**src/rtl/esd_pkg.sv**
```systemverilog
`default_nettype none
package esd_pkg;

  localparam int CHAR_W = 16;
  localparam int BYTE_W = 8;
  localparam int QUEUE_DEPTH = 4;
  localparam int QPTR_W = $clog2(QUEUE_DEPTH);
  localparam int QCNT_W = QPTR_W + 1;

  localparam logic [BYTE_W-1:0] CH_BACKSLASH = 8'h5C;
  localparam logic [BYTE_W-1:0] CH_LOWER_X = 8'h78;
  localparam logic [BYTE_W-1:0] CH_LOWER_A = 8'h61;
  localparam logic [BYTE_W-1:0] CH_LOWER_B = 8'h62;
  localparam logic [BYTE_W-1:0] CH_LOWER_F = 8'h66;
  localparam logic [BYTE_W-1:0] CH_LOWER_N = 8'h6E;
  localparam logic [BYTE_W-1:0] CH_LOWER_R = 8'h72;
  localparam logic [BYTE_W-1:0] CH_LOWER_T = 8'h74;
  localparam logic [BYTE_W-1:0] CH_LOWER_V = 8'h76;
  localparam logic [BYTE_W-1:0] CH_DIGIT_0 = 8'h30;
  localparam logic [BYTE_W-1:0] CH_DIGIT_7 = 8'h37;
  localparam logic [BYTE_W-1:0] CH_DIGIT_9 = 8'h39;
  localparam logic [BYTE_W-1:0] CH_UPPER_A = 8'h41;
  localparam logic [BYTE_W-1:0] CH_UPPER_F = 8'h46;

  localparam logic [BYTE_W-1:0] CODE_BEL = 8'd7;
  localparam logic [BYTE_W-1:0] CODE_BS = 8'd8;
  localparam logic [BYTE_W-1:0] CODE_HT = 8'd9;
  localparam logic [BYTE_W-1:0] CODE_LF = 8'd10;
  localparam logic [BYTE_W-1:0] CODE_VT = 8'd11;
  localparam logic [BYTE_W-1:0] CODE_FF = 8'd12;
  localparam logic [BYTE_W-1:0] CODE_CR = 8'd13;

  localparam logic [1:0] WARN_NONE = 2'd0;
  localparam logic [1:0] WARN_ALERT = 2'd1;
  localparam logic [1:0] WARN_HEX = 2'd2;

  typedef enum logic [4:0] {
    MODE_PLAIN     = 5'b00001,
    MODE_ESC       = 5'b00010,
    MODE_HEX_FIRST = 5'b00100,
    MODE_HEX_RUN   = 5'b01000,
    MODE_OCT_RUN   = 5'b10000
  } mode_t;

  typedef struct packed {
    logic [CHAR_W-1:0] value;
    logic [1:0]        warn;
    logic              dangling;
    logic              last;
  } res_t;

  // One queue entry: all results caused by one input transaction.
  typedef struct packed {
    res_t first;
    res_t second;
    logic two;
  } cmd_t;

  typedef struct packed {
    logic full;
    logic empty;
  } qstat_t;

  function automatic logic [CHAR_W-1:0] widen(input logic [BYTE_W-1:0] b);
    return {{(CHAR_W-BYTE_W){1'b0}}, b};
  endfunction

  // Bit 4 set when b is a hex digit; low nibble is its value.
  function automatic logic [4:0] hex_digit(input logic [BYTE_W-1:0] b);
    logic [4:0] r;
    r = 5'd0;
    if (b >= CH_DIGIT_0 && b <= CH_DIGIT_9) begin
      r = {1'b1, b[3:0]};
    end else if ((b >= CH_LOWER_A && b <= CH_LOWER_F) ||
                 (b >= CH_UPPER_A && b <= CH_UPPER_F)) begin
      r = {1'b1, 4'(b[3:0] + 4'd9)};
    end
    return r;
  endfunction

  function automatic logic is_oct(input logic [BYTE_W-1:0] b);
    return (b >= CH_DIGIT_0) && (b <= CH_DIGIT_7);
  endfunction

  function automatic logic [BYTE_W-1:0] esc_value(input logic [BYTE_W-1:0] b);
    logic [BYTE_W-1:0] v;
    unique case (b)
      CH_LOWER_A: v = CODE_BEL;
      CH_LOWER_V: v = CODE_VT;
      CH_LOWER_N: v = CODE_LF;
      CH_LOWER_T: v = CODE_HT;
      CH_LOWER_R: v = CODE_CR;
      CH_LOWER_B: v = CODE_BS;
      CH_LOWER_F: v = CODE_FF;
      default:    v = b;
    endcase
    return v;
  endfunction

endpackage
`default_nettype wire

```
**src/rtl/esd_front.sv**
```systemverilog
`default_nettype none
module esd_front import esd_pkg::*; (
  input  wire logic              clk,
  input  wire logic              rst_n,
  input  wire logic              accept,
  input  wire logic [BYTE_W-1:0] in_byte,
  input  wire logic              in_eos,
  output logic                   push,
  output cmd_t                   cmd
);

  mode_t             mode_r, mode_nxt;
  logic [CHAR_W-1:0] acc_r, acc_nxt;
  logic [4:0]        hd;
  logic              plain_emit;
  mode_t             plain_mode;
  logic [1:0]        nres;
  res_t              r0, r1;

  always_comb begin
    hd = hex_digit(in_byte);
    plain_emit = (in_byte != CH_BACKSLASH);
    plain_mode = plain_emit ? MODE_PLAIN : MODE_ESC;
    mode_nxt = mode_r;
    acc_nxt = acc_r;
    nres = 2'd0;
    r0 = '{value: widen(in_byte), warn: WARN_NONE, dangling: 1'b0, last: 1'b0};
    r1 = '{value: widen(in_byte), warn: WARN_NONE, dangling: 1'b0, last: 1'b1};
    if (in_eos) begin
      // Flush whatever escape is pending.
      mode_nxt = MODE_PLAIN;
      acc_nxt = '0;
      unique case (mode_r)
        MODE_ESC: begin
          r0.value = widen(CH_BACKSLASH);
          r0.dangling = 1'b1;
          nres = 2'd1;
        end
        MODE_HEX_FIRST: begin
          r0.value = widen(CH_LOWER_X);
          r0.warn = WARN_HEX;
          nres = 2'd1;
        end
        MODE_HEX_RUN: begin
          r0.value = acc_r;
          r0.warn = WARN_HEX;
          nres = 2'd1;
        end
        MODE_OCT_RUN: begin
          r0.value = acc_r;
          nres = 2'd1;
        end
        default: nres = 2'd0;
      endcase
    end else begin
      unique case (mode_r)
        MODE_ESC: begin
          if (in_byte == CH_LOWER_X) begin
            mode_nxt = MODE_HEX_FIRST;
            acc_nxt = '0;
          end else if (is_oct(in_byte)) begin
            mode_nxt = MODE_OCT_RUN;
            acc_nxt = {{(CHAR_W-3){1'b0}}, in_byte[2:0]};
          end else begin
            mode_nxt = MODE_PLAIN;
            r0.value = widen(esc_value(in_byte));
            r0.warn = (in_byte == CH_LOWER_A) ? WARN_ALERT : WARN_NONE;
            nres = 2'd1;
          end
        end
        MODE_HEX_FIRST, MODE_HEX_RUN: begin
          if (hd[4]) begin
            acc_nxt = {acc_r[CHAR_W-5:0], hd[3:0]};
            mode_nxt = MODE_HEX_RUN;
          end else begin
            // Close the run, then reprocess the byte in plain mode.
            r0.value = (mode_r == MODE_HEX_FIRST) ? widen(CH_LOWER_X) : acc_r;
            r0.warn = WARN_HEX;
            acc_nxt = '0;
            mode_nxt = plain_mode;
            nres = plain_emit ? 2'd2 : 2'd1;
          end
        end
        MODE_OCT_RUN: begin
          if (is_oct(in_byte)) begin
            acc_nxt = {acc_r[CHAR_W-4:0], in_byte[2:0]};
          end else begin
            r0.value = acc_r;
            acc_nxt = '0;
            mode_nxt = plain_mode;
            nres = plain_emit ? 2'd2 : 2'd1;
          end
        end
        default: begin
          mode_nxt = plain_mode;
          nres = plain_emit ? 2'd1 : 2'd0;
        end
      endcase
    end
    r0.last = (nres == 2'd1);
  end

  always_ff @(posedge clk) begin
    if (!rst_n) begin
      mode_r <= MODE_PLAIN;
      acc_r <= '0;
    end else if (accept) begin
      mode_r <= mode_nxt;
      acc_r <= acc_nxt;
    end
  end

  assign push = accept && (nres != 2'd0);
  assign cmd = '{first: r0, second: r1, two: (nres == 2'd2)};

endmodule
`default_nettype wire

```
**src/rtl/esd_queue.sv**
```systemverilog
`default_nettype none
module esd_queue import esd_pkg::*; (
  input  wire logic clk,
  input  wire logic rst_n,
  input  wire logic push,
  input  wire cmd_t push_cmd,
  input  wire logic pop,
  output cmd_t      head,
  output qstat_t    stat
);

  cmd_t              mem [QUEUE_DEPTH];
  logic [QPTR_W-1:0] wr_r, rd_r;
  logic [QCNT_W-1:0] count_r;

  assign stat.full = (count_r == QCNT_W'(QUEUE_DEPTH));
  assign stat.empty = (count_r == '0);
  assign head = mem[rd_r];

  always_ff @(posedge clk) begin
    if (push) begin
      mem[wr_r] <= push_cmd;
    end
  end

  always_ff @(posedge clk) begin
    if (!rst_n) begin
      wr_r <= '0;
      rd_r <= '0;
      count_r <= '0;
    end else begin
      if (push) begin
        wr_r <= QPTR_W'(wr_r + 1'b1);
      end
      if (pop) begin
        rd_r <= QPTR_W'(rd_r + 1'b1);
      end
      case ({push, pop})
        2'b10:   count_r <= QCNT_W'(count_r + 1'b1);
        2'b01:   count_r <= QCNT_W'(count_r - 1'b1);
        default: count_r <= count_r;
      endcase
    end
  end

  a_no_overflow: assert property (@(posedge clk) disable iff (!rst_n)
    !(push && stat.full))
    else $error("queue written while full");

  a_no_underflow: assert property (@(posedge clk) disable iff (!rst_n)
    !(pop && stat.empty))
    else $error("queue read while empty");

  a_ptr_track: assert property (@(posedge clk) disable iff (!rst_n)
    (stat.empty || stat.full) |-> (wr_r == rd_r))
    else $error("queue pointers disagree with count");

endmodule
`default_nettype wire

```
**src/rtl/esd_back.sv**
```systemverilog
`default_nettype none
module esd_back import esd_pkg::*; (
  input  wire logic   clk,
  input  wire logic   rst_n,
  input  wire cmd_t   head,
  input  wire qstat_t stat,
  output logic        pop,
  input  wire logic   out_ready,
  output logic        out_valid,
  output res_t        out_res
);

  logic out_valid_r;
  res_t out_res_r;
  logic sel_r, sel_nxt;
  logic load;

  assign load = !stat.empty && (!out_valid_r || out_ready);
  assign pop = load && (!head.two || sel_r);

  always_comb begin
    sel_nxt = sel_r;
    if (load) begin
      sel_nxt = head.two && !sel_r;
    end
  end

  always_ff @(posedge clk) begin
    if (!rst_n) begin
      out_valid_r <= 1'b0;
      sel_r <= 1'b0;
    end else begin
      sel_r <= sel_nxt;
      if (load) begin
        out_valid_r <= 1'b1;
      end else if (out_ready) begin
        out_valid_r <= 1'b0;
      end
    end
  end

  always_ff @(posedge clk) begin
    if (load) begin
      out_res_r <= sel_r ? head.second : head.first;
    end
  end

  assign out_valid = out_valid_r;
  assign out_res = out_res_r;

endmodule
`default_nettype wire

```
**src/rtl/escape_sequence_decoder_core.sv**
```systemverilog
`default_nettype none
// Backslash escape decoder for a byte stream. One byte enters per cycle on the
// slave side; a byte that closes a hex or octal run and is not itself a backslash
// makes two results, which the output side sends one after the other.
// Classification runs in a front stage, results wait in a four-entry queue, and
// an output register drives the master side, so the byte stream keeps flowing
// at one transaction per cycle as long as the results average one per cycle;
// in_tready falls only while that queue is full. Each result passes through the
// queue and then the output register. in_tlast marks an end-of-stream
// transaction whose data is ignored and which flushes any pending escape;
// out_tlast marks the last result of each input transaction.
module escape_sequence_decoder_core import esd_pkg::*; (
  input  wire logic              clk,
  input  wire logic              rst_n,
  input  wire logic              in_tvalid,
  output logic                   in_tready,
  input  wire logic [BYTE_W-1:0] in_tdata,   // [7:0] in_byte
  input  wire logic              in_tlast,   // end_of_stream
  output logic                   out_tvalid,
  input  wire logic              out_tready,
  output logic [CHAR_W-1:0]      out_tdata,  // [15:0] char_value
  output logic [2:0]             out_tuser,  // [1:0] warn_code, [2] dangling_escape
  output logic                   out_tlast   // last_of_run
);

  logic   accept;
  logic   push;
  logic   pop;
  cmd_t   push_cmd;
  cmd_t   head;
  qstat_t stat;
  res_t   out_res;

  assign in_tready = !stat.full;
  assign accept = in_tvalid && in_tready;

  esd_front u_front (
    .clk     (clk),
    .rst_n   (rst_n),
    .accept  (accept),
    .in_byte (in_tdata),
    .in_eos  (in_tlast),
    .push    (push),
    .cmd     (push_cmd)
  );

  esd_queue u_queue (
    .clk      (clk),
    .rst_n    (rst_n),
    .push     (push),
    .push_cmd (push_cmd),
    .pop      (pop),
    .head     (head),
    .stat     (stat)
  );

  esd_back u_back (
    .clk       (clk),
    .rst_n     (rst_n),
    .head      (head),
    .stat      (stat),
    .pop       (pop),
    .out_ready (out_tready),
    .out_valid (out_tvalid),
    .out_res   (out_res)
  );

  assign out_tdata = out_res.value;
  assign out_tuser = {out_res.dangling, out_res.warn};
  assign out_tlast = out_res.last;

endmodule
`default_nettype wire

```
**config.mk**
```make
export PLATFORM = sky130hd
export DESIGN_NAME = escape_sequence_decoder_core
export DESIGN_NICKNAME = d
export VERILOG_FILES = /design/src/rtl/esd_pkg.sv /design/src/rtl/esd_front.sv /design/src/rtl/esd_queue.sv /design/src/rtl/esd_back.sv /design/src/rtl/escape_sequence_decoder_core.sv
export SDC_FILE = /design/constraint.sdc
export NUM_CORES = 1
export LEC_CHECK = 0
export ABC_CLOCK_PERIOD_IN_PS = 7600
export BUFFER_PORTS_ARGS = -buffer_cell sky130_fd_sc_hd__buf_2
export CELL_PAD_IN_SITES_DETAIL_PLACEMENT = 1
export CELL_PAD_IN_SITES_GLOBAL_PLACEMENT = 2
export CORE_ASPECT_RATIO = 1.25
export CORE_MARGIN = 3
export CORE_UTILIZATION = 50
export CTS_BUF_LIST = sky130_fd_sc_hd__clkbuf_4 sky130_fd_sc_hd__clkbuf_8
export DETAILED_ROUTE_END_ITERATION = 16
export PLACE_DENSITY = 0.92
export SLEW_MARGIN = 0
export SYNTH_ARGS = -nofsm -noshare
export SYNTH_HDL_FRONTEND = slang
export SYNTH_SLANG_ARGS = --single-unit
```
**constraint.sdc**
```tcl
create_clock -name clk -period 7.6 [get_ports clk]
set_input_delay 1.52 -clock clk [delete_from_list [all_inputs] [get_ports clk]]
set_output_delay 1.52 -clock clk [all_outputs]
set_load 0.01 [all_outputs]
```
# Yosys cells after proc, flatten, opt, wreduce, memory -nomap -nowiden
# Memories as Yosys holds them, arrays and structs flattened. A register that Yosys moved wholly into a read port is not among the register bits.
# Index checks and enable logic that the tools add are counted.
# op_classes
add_sub_neg	5
n_eq_ne	20
bitwise	0
shifts	0
n_reduce_logical	27
n_div	0
multipliers	0
n_mux	46
order_cmp	7
# op_table
op	count
$pmux 16 s3	3
$mux 16	7
$eq 8x7->1 const B	8
$pmux 8 s7	1
$mux 18	3
$mux 5	7
$mux 20	1
$mux 2	9
$ge 8x7->1 const B	2
$le 8x6->1 const B	2
$le 8x7->1 const B	2
$pmux 5 s3	1
$mux 1	10
$mux 10	1
$logic_and 1x1->1	9
$ge 8x6->1 const B	1
$ne 8x7->1 const B	1
$pmux 2 s3	1
$pmux 3 s2	1
$reduce_bool 2->1	3
$eq 5x2->1 const B	1
$eq 5x3->1 const B	1
$eq 5x4->1 const B	1
$eq 5x5->1 const B	1
18 further kinds	28
# word_totals
romBits	0
ramBits	116
inputBits	13
mem_count	1
out_inout_bits	22
wordCells	117
ff_bits	50
latchBits	0
# mem_list
name	depth	width	read_ports	rd_ports_with_merged_regs	write_ports	line	text
u_queue.mem	4	29	1	1	1	esd_queue.sv:12	cmd_t mem [QUEUE_DEPTH];

# Longest topological paths before layout
# Gate-level depths: netlist (run 1).
# depth
ltp_word	12
mapped_depth	15
mapped_depth_nobuf	14

# Modules after synthesis
# A second synthesis (run 1) with hierarchy kept.
# hier_totals
hier_cells	585
hier_area_um2	9540.4
# by_module_without_submodules
mod	instances	area_each_um2	cells_per_inst	seq_area_each_um2
esd_queue	1	6417.4	261	5104.9
esd_front	1	2169.6	269	420.4
esd_back	1	943.4	53	640.6
escape_sequence_decoder_core	1	10.0	2	0.0

# Worst setup path after synthesis (run 1)
# No wires, ideal clock.
# synth_timing
kind	input -> register
from	in in_tdata[0]
to	reg u_queue.count_r[2]
t_arrival_ps	4279
required_time_ps	7524
path_slack_ps	3246
path_buffers	0
cell_stages	14
setup_ps	76
cell_sequence	inv_1 -> ha_1 -> nand3_1 -> nor4_4 -> nor2_1 -> a2111oi_2 -> o31ai_2 -> inv_2 -> ha_1 -> inv_1 -> fa_1 -> xor2_1 -> or3_1 -> a21boi_0
# synth_via
elab_chain_cells	12
# synth_lines
element	line	text
start: declaration	escape_sequence_decoder_core.sv:17	input wire logic [BYTE_W-1:0] in_tdata,
$ge 8x7->1 (tied with other cells)	esd_pkg.sv:74	end else if ((b >= CH_LOWER_A && b <= CH_LOWER_F) ||
$logic_and 1x1->1, on equally long branches	esd_pkg.sv:74, esd_pkg.sv:75	
$logic_or 1x1->1	esd_pkg.sv:74	
$mux 5	esd_pkg.sv:74	
$mux 5	esd_pkg.sv:72	if (b >= CH_DIGIT_0 && b <= CH_DIGIT_9) begin
$mux 2	esd_front.sv:72	if (hd[4]) begin
$pmux 2 s3 (*)	esd_front.sv:56	unique case (mode_r)
$mux 2 (*)	esd_front.sv:29	if (in_eos) begin
$reduce_bool 2->1 (*)	esd_front.sv:113	assign push = accept && (nres != 2'd0);
$logic_and 1x1->1 (*)	esd_front.sv:113	
$eq 2x1->1 or $eq 2x2->1 (tied branches)	esd_queue.sv:38	case ({push, pop})
$pmux 3 s2 or $reduce_bool 2->1 (tied branches)	--	
end signal: assignment	esd_queue.sv:39	2'b10: count_r <= QCNT_W'(count_r + 1'b1);
end signal: assignment	esd_queue.sv:40	2'b01: count_r <= QCNT_W'(count_r - 1'b1);
end signal: assignment	esd_queue.sv:41	default: count_r <= count_r;
end: declaration	esd_queue.sv:14	logic [QCNT_W-1:0] count_r;
# Every way passes the cells marked *; elsewhere a longest branch is shown, timed or not.
# A chain may end at the register's enable or synchronous reset.

# Worst setup path after layout (run 1)
# Ends and elaborated chain as after synthesis.

==> results of run 1 <==
[layout make-up]
| cell class | count | area, sq um |
|---|---|---|
| clock inverters | 15 | 153 |
| repair buffers | 39 | 208 |
| inverters | 17 | 63.8 |
| multi-input cells | 337 | 2870 |
| well taps | 208 | 260 |
| flip-flops and latches | 168 | 4730 |
| fillers | 1525 | 6680 |
| clock buffers | 17 | 234 |
[cell families after synthesis]
group | Yosys count | synth area share
AO/OA/AOI/OAI | 121 | 0.131
buffers and inverters | 54 | 0.0342
flip-flops | 168 | 0.601
multiplexers | 33 | 0.0881
adder cells (fa/ha/maj) | 10 | 0.0169
AND/OR/NAND/NOR | 165 | 0.120
XOR/XNOR | 8 | 0.00986
[power by group]
group          switching (W)  total, W  internal, W  leakage (nW)
Sequential         0.0000772   0.00121      0.00113          1.57
Combinational       0.000263  0.000474     0.000212          1.11
Clock               0.000326  0.000618     0.000292         0.189
Total               0.000666   0.00230      0.00164          2.87
[state kept, by name (all words and copies together) (netlist names), named ones only]
| name | cells |
|---|---|
| u_queue.wr_r | 2 |
| u_queue.count_r | 3 |
| u_queue.mem | 116 |
| u_back.out_res | 20 |
| u_back.out_valid | 1 |
| u_front.acc_r | 16 |
| u_front.mode_r | 5 |
| u_back.sel_r | 1 |
| u_queue.rd_r | 2 |
[stage by stage]
| stage | instances | hold WS [ps] | worst slack, ps | area, sq um |
|---|---|---|---|---|
| after floorplan | 559 | 471 | 3250 | 7870 |
| after global placement | 769 | 460 | 2720 | 8130 |
| after detailed placement | 769 | 480 | 2470 | 8130 |
| after CTS | 801 | 492 | 2960 | 8520 |
| after global routing | 801 | 530 | 2690 | 8520 |
| final | 801 | 485 | 2980 | 8520 |
[worst max-delay path by stage]
stage / from / to / slack (ps) / depth (start not counted)
6_report: in_tdata[0] / u_queue.count_r[2] / 2980 / 15
5_1_grt: in_tdata[0] / u_queue.count_r[2] / 2690 / 15
4_1_cts: in_tdata[0] / u_queue.count_r[2] / 2960 / 15
3_5_place_dp: in_tdata[0] / u_queue.count_r[2] / 2470 / 15
3_3_place_gp: in_tdata[0] / u_queue.count_r[2] / 2720 / 15
2_1_floorplan: in_tdata[0] / u_queue.count_r[2] / 3250 / 14
[critical path, stage by stage]
cell       delay, ps
buf_2            170
inv_1            150
ha_1             360
nand3_1          210
nor4_4           500
nor2_1           130
a2111oi_2        400
o31ai_2          170
inv_2            120
ha_1             190
inv_1             60
fa_1             370
xor2_1           150
or3_1            300
a21boi_0         200
[Yosys cell counts, types with 3 or more instances]
cell / n / area [sq um]
a211o_1: 3 / 26.3
a21boi_0: 4 / 30.0
a21boi_1: 5 / 37.5
a21o_1: 6 / 45.0
a21oi_1: 15 / 75.1
a22oi_1: 6 / 45.0
a22oi_2: 9 / 113
a31oi_1: 3 / 18.8
a32o_1: 13 / 130
a32oi_1: 3 / 26.3
and2_1: 32 / 200
and3_1: 3 / 18.8
buf_2: 16 / 80.1
buf_6: 4 / 45.0
clkbuf_1: 15 / 56.3
dfxtp_1: 32 / 641
edfxtp_1: 136 / 4080
ha_1: 9 / 113
inv_1: 16 / 60.1
mux2i_1: 4 / 40.0
mux4_2: 29 / 653
nand2_1: 51 / 191
nand2b_1: 3 / 18.8
nand3_1: 13 / 65.1
nand4_1: 6 / 37.5
nor2_1: 14 / 52.6
nor2b_1: 9 / 56.3
nor2b_2: 5 / 43.8
nor3_1: 5 / 25.0
nor3_2: 4 / 40.0
o21ai_0: 14 / 70.1
o31ai_1: 3 / 22.5
or3_1: 3 / 18.8
xnor2_1: 4 / 35.0
xor2_1: 3 / 26.3
[metal layers]
metal | share of wire | track usage | up-vias
li1 | - | - | 2210
met1 | 0.40 | 0.279 | 2521
met2 | 0.52 | 0.385 | 148
met3 | 0.046 | 0.0469 | 45
met4 | 0.039 | 0.108 | 0
met5 | 0 | 0 | -
==> results.ini, run 1 <==
[synthesis]
ys_seq_area_frac = 0.601
syn_area_sq_mm = 0.00787
ys_warn_count = 0
synth_area_per_cell_sq_um = 14.1
syn_nets = 582
synth_cell_types = 84
synth_seq_cells = 168
ys.flop_type = edfxtp_1
synthArstFlopShare = 0
synth_edf_count = 136
synthCells = 559

[final_layout]
diodes = 0
nets = 603
areaGrowthSynthToFinish_pct = 8.27
final_common_cell = edfxtp_1
final_core_util = 0.560
final_layout_size_suffix_gt1_frac = 0.234
final_cell_mix = 136 x edfxtp_1, 51 x nand2_1, 34 x buf_2

[floorplanning]
io_pins = 35
die_w_microns = 118
dieArea_sq_mm = 0.0173
initial_core_util = 0.518
coreArea_sq_mm = 0.0152
core.rowCount = 50
die_h_microns = 146

[critical_path]
reg2reg_slack_ps = 4120
cp.arrival_ps = 5000
critical_path_class = input pin to flip-flop
cp-start-kind = input pin
end_kind = flip-flop
ff2ff_path_depth = 8
rr_endpoint = u_queue.count_r[2]
worstPathRequired_ps = 7980
path_max_fanout = 11

[power_and_ir_drop]
worst_ir_drop_vdd_mv = 0.106
p_leak_nw = 2.87
power_density_mw_per_mm2 = 270
power.total_w = 0.00230

[global_routing]
grt_antenna_before_repair = 0
grt_use_total = 0.227
grt_overflow = 0
grt_pass1_wl_microns = 30200
grt_pass1_vias = 5314
grt_max_degree = 37

[route]
wl_microns = 18500
drcViolationCount = 0
drtIter0Drc = 430
post_drt_wl_per_cell_microns = 23.1
post_drt_via_cell_ratio = 6.15
vias = 4924
ant_nets = 0
first_pass_iters = 5

[cts]
cts_resized = 0
hold_buffers = 0
cts_buffer_depth = 2
clock-sinks = 168
path_clk_slew_ps = 90
cts_inserted_buffers = 17
htreeDepth = 4
cts_tree = done
postCtsSetupRepairBufs = 0
clkLatencyLatePin_ps = 460
root_buffer = clkbuf_8

[sta]
tns_ps = 0
max_slew_margin = 0.289
hold_viol = 0
finalCritPeriodShare = 0.608
finalMaxSlewViolations = 0
fin_worst_skew_ps = 10.7
worst-slew-pin-transition_ps = 1070
layout_min_cycle_time_ps = 4620
fmax_mhz = 216
rsz0062_at_grt = no
setup_violations = 0

[placement]
hpwl_microns = 12700
globalplace.congestion = 0.891
port_buffers = 34

[worst_hold_path]
hp-class = flip-flop to flip-flop
min_path_cells = 2
hold_end = u_back.out_valid
min-delay-start = u_back.out_valid

[run]
max_cap_violations = 0

[run_status]
status = completed

No activity file was read; power rests on OpenSTA's default activity.
==> run 2: changes to the inputs <==
--- a/config.mk
+++ b/config.mk
@@ -5,16 +5,17 @@
 export SDC_FILE = /design/constraint.sdc
 export NUM_CORES = 1
 export LEC_CHECK = 0
-export ABC_CLOCK_PERIOD_IN_PS = 7600
+export ABC_AREA = 1
+export ABC_CLOCK_PERIOD_IN_PS = 4500
 export BUFFER_PORTS_ARGS = -buffer_cell sky130_fd_sc_hd__buf_2
 export CELL_PAD_IN_SITES_DETAIL_PLACEMENT = 1
 export CELL_PAD_IN_SITES_GLOBAL_PLACEMENT = 2
 export CORE_ASPECT_RATIO = 1.25
 export CORE_MARGIN = 3
-export CORE_UTILIZATION = 50
+export CORE_UTILIZATION = 41
 export CTS_BUF_LIST = sky130_fd_sc_hd__clkbuf_4 sky130_fd_sc_hd__clkbuf_8
 export DETAILED_ROUTE_END_ITERATION = 16
-export PLACE_DENSITY = 0.92
+export PLACE_DENSITY = 0.85
 export SLEW_MARGIN = 0
 export SYNTH_ARGS = -nofsm -noshare
 export SYNTH_HDL_FRONTEND = slang
==> constraint.sdc (replaced) <==
create_clock -name clk -period 4.5 [get_ports clk]
set_input_delay 0.9 -clock clk [delete_from_list [all_inputs] [get_ports clk]]
set_output_delay 0.9 -clock clk [all_outputs]
set_load 0.01 [all_outputs]
==> run 2 against run 1 <==
  * Global-route usage shrank 1.4 points
  * Via count grew 23%
  * Worst hold slack lost 14 ps
  * Flip-flop and latch count is the same
  * Combinational power grew 130%
  * Die area grew 21%
  * Clock skew grew 5.3 ps
  * Power grew 83%
  * Critical path type unchanged
  * Utilization shrank 9.9 points
  * Synthesized area grew 0.17%
==> results.ini, run 2 <==
[route]
drtIter0Drc = 404
vias = 6062
drcViolationCount = 0
dr.max_layer_used = met4
wl_microns = 21600
met2_length_microns = 11200
post_drt_wl_per_cell_microns = 19.8
ant_nets = 0
post_drt_via_cell_ratio = 5.56
met1_length_microns = 9350
route.met3.wl_microns = 577
first_pass_iters = 5

[synthesis]
synth_top_cells_by_area = edfxtp_1 52%, dfxtp_1 8.1%, nor2_1 6.9%
synth_edf_count = 136
yosys.area.top_type_share = 0.518
synth_seq_cells = 168
yosys.area.top_type = edfxtp_1
syn_area_sq_mm = 0.00788
ys_warn_count = 0
post-synth-top-count-cell = nor2_1
ys_seq_area_frac = 0.599
synth_cell_types = 42
synth_top_cells_by_count = 145 x nor2_1, 136 x edfxtp_1, 115 x nand2_1
synth_area_per_cell_sq_um = 9.71
synthArstFlopShare = 0
syn_nets = 835
ys.flop_type = edfxtp_1
synthCells = 812

[critical_path]
cpMostUsedCell = inv_1
cp_slowest_stage_delay_ps = 390
critical_path_class = input pin to flip-flop
crit_family = adder cells
path_buf_inv = 5
cp-start-kind = input pin
cp.arrival_ps = 3690
crit_slowest_cell = fa_1
end_kind = flip-flop
crit_chain = buf_2 > inv_1 > ha_1 > inv_1 > nor2_1 > nand3_1 > inv_1 > o21ai_0 > nand2_1 > nand2_2 > nand2_2 > ha_1 > inv_1 > fa_1 > a21oi_1 > o21ai_0 > o21ai_0 > a21oi_1
worstPathRequired_ps = 4850
path_max_fanout = 12

[power_and_ir_drop]
p_leak_nw = 3.28
worst_ir_drop_vdd_mv = 0.165
power_density_mw_per_mm2 = 484
power.total_w = 0.00421

[global_routing]
grt_pass1_vias = 6490
grt_antenna_before_repair = 0
grt_max_degree = 57
grt_pass1_wl_microns = 34500
grt_use_total = 0.213
grt_overflow = 0

[final_layout]
nFillCells = 2151
final_cell_mix = 141 x nor2_1, 136 x edfxtp_1, 115 x nand2_1
top_register = u_queue.mem
final_common_cell = nor2_1
nets = 868
diodes = 0
largest_reg_flops = 116
final_layout_size_suffix_gt1_frac = 0.142
areaGrowthSynthToFinish_pct = 10.4
final_core_util = 0.462

[floorplanning]
coreArea_sq_mm = 0.0188
core.rowCount = 56
die_w_microns = 130
die_h_microns = 161
io_pins = 35
initial_core_util = 0.418
dieArea_sq_mm = 0.0209

[placement]
globalplace.congestion = 0.873
hpwl_microns = 14700
port_buffers = 34

[sta]
fin_worst_skew_ps = 16.0
hold_ws_ps = 470
hold_viol = 0
layout_min_cycle_time_ps = 3350
max_slew_margin = 0.466
tns_ps = 0
fmax_mhz = 299
worst-slew-pin-transition_ps = 800
setup_violations = 0
rsz0062_at_grt = no
finalMaxSlewViolations = 0
finalCritPeriodShare = 0.744

[cts]
clkLatencyLatePin_ps = 460
path_clk_slew_ps = 100
clock-sinks = 168
cts_tree = done
root_buffer = clkbuf_8
cts_inserted_buffers = 17
hold_buffers = 0
cts_resized = 0
htreeDepth = 4
postCtsSetupRepairBufs = 0
cts_buffer_depth = 2

[run_status]
status = completed

[run]
max_cap_violations = 0

[worst_hold_path]
hp-class = flip-flop to flip-flop

==> run 2: path summary, 6_finish.rpt <==
check	slack, ps	depth (start not counted)	to	start
max	1150	18	u_queue.count_r[2]	in_tdata[1]
min	470	2	u_front.acc_r[2]	u_front.acc_r[2]
max reg2reg	1410	17	u_queue.count_r[2]	u_front.mode_r[3]
min reg2reg	470	2	u_front.acc_r[2]	u_front.acc_r[2]
==> run 2: worst register-to-register path: stages, from the launching register on <==
cell and delay (ps):
dfxtp_1 400, inv_1 70, nand2_1 80, inv_1 50
o21ai_1 280, nand3_1 380, nand2_1 200, nor2_1 50
nand2_1 100, nand2_2 110, nand2_2 150, ha_1 170
inv_1 70, fa_1 390, a21oi_1 150, o21ai_0 120
o21ai_0 170, a21oi_1 60
==> run 2: layout make-up <==
| class | instances | area [sq um] | share of cell area |
|---|---|---|---|
| Clock buffer | 17 | 234 | 0.0269 |
| Sequential cell | 168 | 4730 | 0.543 |
| Tap cell | 232 | 290 | 0.0334 |
| Inverter | 75 | 282 | 0.0323 |
| Timing Repair Buffer | 47 | 268 | 0.0308 |
| Clock inverter | 15 | 193 | 0.0221 |
| Multi-Input combinational cell | 536 | 2710 | 0.312 |
==> run 2: logic make-up (layout without fill, tap and decap cells) <==
| group | count (synthesis) | after routing | share of synthesized area |
|---|---|---|---|
| fa+ha+maj | 10 | 10 | 0.0168 |
| buf+inv | 108 | 154 | 0.0586 |
| compound gates | 177 | 177 | 0.128 |
| flops | 168 | 168 | 0.599 |
| xor+xnor | 1 | 1 | 0.00111 |
| simple gates | 348 | 348 | 0.196 |
==> run 2: report_power, final <==
| part | total (W) | switching, W | internal (W) | leakage, nW |
|---|---|---|---|---|
| clock | 0.00112 | 0.000641 | 0.000483 | 0.217 |
| sequential | 0.00200 | 0.0000567 | 0.00194 | 1.52 |
| combinational | 0.00109 | 0.000762 | 0.000327 | 1.55 |
| total | 0.00421 | 0.00146 | 0.00275 | 3.28 |
==> run 2: stage by stage <==
step	area [sq um]	instances	worst slack (ps)
detailed placement	8280	1058	675
floorplan	7880	812	681
global route	8700	1090	897
CTS	8700	1090	1170
global placement	8280	1058	773
finish	8700	1090	1150
==> run 2: layer usage <==
metal | GRT usage | vias to the layer above
met1 | 0.267 | 3037
li1 | - | 2867
met3 | 0.0294 | 31
met4 | 0.0704 | 0
met2 | 0.376 | 127
met5 | 0 | -
==> run 3: changes to the inputs <==
--- a/config.mk
+++ b/config.mk
@@ -5,17 +5,17 @@
 export SDC_FILE = /design/constraint.sdc
 export NUM_CORES = 1
 export LEC_CHECK = 0
-export ABC_AREA = 1
-export ABC_CLOCK_PERIOD_IN_PS = 4500
+export ABC_AREA = 0
+export ABC_CLOCK_PERIOD_IN_PS = 2900
 export BUFFER_PORTS_ARGS = -buffer_cell sky130_fd_sc_hd__buf_2
 export CELL_PAD_IN_SITES_DETAIL_PLACEMENT = 1
 export CELL_PAD_IN_SITES_GLOBAL_PLACEMENT = 2
 export CORE_ASPECT_RATIO = 1.25
 export CORE_MARGIN = 3
-export CORE_UTILIZATION = 41
+export CORE_UTILIZATION = 42
 export CTS_BUF_LIST = sky130_fd_sc_hd__clkbuf_4 sky130_fd_sc_hd__clkbuf_8
 export DETAILED_ROUTE_END_ITERATION = 16
-export PLACE_DENSITY = 0.85
+export PLACE_DENSITY = 0.83
 export SLEW_MARGIN = 0
 export SYNTH_ARGS = -nofsm -noshare
 export SYNTH_HDL_FRONTEND = slang
==> constraint.sdc (replaced) <==
create_clock -name clk -period 2.9 [get_ports clk]
set_input_delay 0.58 -clock clk [delete_from_list [all_inputs] [get_ports clk]]
set_output_delay 0.58 -clock clk [all_outputs]
set_load 0.01 [all_outputs]
==> run 3 against run 2 <==
  * Clock skew hardly changed
  * Global-route usage is 2.0 points lower
  * Via count is 16% lower
  * Sequential share of layout area is 3.0 points lower
  * Worst hold slack worse by 67 ps
  * Count of clock-buffer cells in the layout is 2 higher
  * Critical endpoint is now u_queue.count_r[1]
  * Largest cell class unchanged
==> results.ini, run 3 (synthesis results as in run 1) <==
[critical_path]
critical_path_class = input pin to flip-flop
cp.arrival_ps = 3250
reg2reg_slack_ps = 70
cp-start-kind = input pin
end_kind = flip-flop
cp_slowest_stage_delay_ps = 420
ff2ff_path_depth = 12
r2r-start = u_front.mode_r[3]
worstPathRequired_ps = 3310
path_max_fanout = 4
crit_slowest_cell = fa_2
crit_chain = buf_2 > clkinvlp_4 > buf_4 > ha_1 > nand2_2 > o2111ai_4 > a211oi_4 > a2111oi_4 > o31ai_2 > inv_2 > ha_4 > inv_1 > fa_2 > o21ai_0 > and2_1
rr_endpoint = u_queue.count_r[2]

[sta]
fin_worst_skew_ps = 16.0
tns_ps = 0
finalMaxSlewViolations = 0
max_slew_margin = 0.518
finalCritPeriodShare = 0.981
fmax_mhz = 352
worst-slew-pin-transition_ps = 723
setup_violations = 0
hold_viol = 0
rsz0062_at_grt = yes
layout_min_cycle_time_ps = 2840

[run]
max_cap_violations = 0

[floorplanning]
initial_core_util = 0.431
io_pins = 35
dieArea_sq_mm = 0.0204
coreArea_sq_mm = 0.0182
die_h_microns = 159
core.rowCount = 55
die_w_microns = 128

[route]
post_drt_wl_per_cell_microns = 21.2
post_drt_via_cell_ratio = 5.71
drtIter0Drc = 440
first_pass_iters = 5
drcViolationCount = 0
vias = 5079
ant_nets = 0
wl_microns = 18900

[worst_hold_path]
hold_end = u_back.out_valid
min-delay-start = out_tready
hp-class = input pin to flip-flop
min_path_cells = 4

[power_and_ir_drop]
p_leak_nw = 3.23
power_density_mw_per_mm2 = 670
worst_ir_drop_vdd_mv = 0.318

[final_layout]
final_cell_mix = 136 x edfxtp_1, 70 x buf_4, 50 x nand2_1
largest_reg_flops = 116
top_register = u_queue.mem
final_layout_size_suffix_gt1_frac = 0.343
final_common_cell = edfxtp_1
final_area_sq_mm = 0.00922
nets = 672
diodes = 0
areaGrowthSynthToFinish_pct = 17.2

[cts]
cts_tree = done
cts_buffer_depth = 2
clkLatencyLatePin_ps = 460
cts_inserted_buffers = 17
htreeDepth = 4
clock-sinks = 168
path_clk_slew_ps = 90
root_buffer = clkbuf_8

[global_routing]
grt_overflow = 0
grt_max_degree = 37
grt_pass1_vias = 5598
grt_antenna_before_repair = 0
grt_pass1_wl_microns = 30600
grt_use_total = 0.194

[run_status]
status = completed

[placement]
placed_cell_area_sq_mm = 0.00878
hpwl_microns = 13300
port_buffers = 34
globalplace.congestion = 0.952

## run 3: cell types whose count changed in the layout (fill, tap and decap cells not counted), moves of 28 or more
cell and delta:
nand3_1 -34, mux4_2 +29, o21ai_0 -64, nand2_1 -65
and2_1 +28, nor2_1 -127, a21oi_1 -28, inv_1 -55
buf_4 +57
## run 3: worst max-delay path, delay by kind of cell
family	cells	cell delay, ps
and+or+nand+nor	2	240
adders and majority gates	3	810
AOI/OAI and AO/OA	5	1050
buffers and inverters	5	560
## run 3: how the worst max path moves through the flow
stage	startpoint	end	cells past startpoint
2_1_floorplan	in_tdata[0]	u_queue.count_r[2]	13
3_3_place_gp	in_tdata[0]	u_queue.count_r[2]	14
3_5_place_dp	in_tdata[0]	u_queue.count_r[2]	14
4_1_cts	in_tdata[0]	u_queue.count_r[2]	14
5_1_grt	u_front.mode_r[3]	u_queue.count_r[2]	12
6_report	in_tdata[0]	u_queue.count_r[1]	15
## run 3: timing repair
item | in CTS | in global routing
hold endpoints to repair | 0 | 0
hold buffers | 0 | 0
setup buffers | 0 | 2
setup endpoints to repair | 1 | 2
pin swaps | 0 | 2
resized for setup | 2 | 4
## run 3: per-stage QoR
stage	power [W]	instances	utilization	worst slack, ps	hold slack (ps)
5_1_grt	0.00653	890	0.505	-35.0	415
6_report	0.00618	890	0.505	56.5	404
2_1_floorplan	0.00408	559	-	-220	470
3_5_place_dp	0.00466	856	0.482	-450	479
3_3_place_gp	0.00458	856	0.482	-309	463
4_1_cts	0.00628	888	0.503	44.4	376
## run 3: final cells by class
class / instances / area (sq um)
Timing Repair Buffer: 108 / 776
Multi-Input combinational cell: 337 / 2970
Tap cell: 228 / 285
Clock inverter: 13 / 129
Sequential cell: 168 / 4730
Clock buffer: 19 / 262
Fill cell: 1817 / 9020
Inverter: 17 / 67.6
## run 3: metal layers
layer  part of all wire  track usage  up-vias
li1                   -            -     2348
met1               0.41        0.239     2603
met2               0.54        0.344      104
met3              0.034       0.0305       24
met4              0.017       0.0613        0
met5                  0            0        -
## run 3: report_power, final
part	internal [W]	switching, W	total, W	leakage (nW)
Clock	0.000682	0.000934	0.00162	0.201
Combinational	0.000680	0.000836	0.00152	1.47
Sequential	0.00296	0.0000809	0.00304	1.57
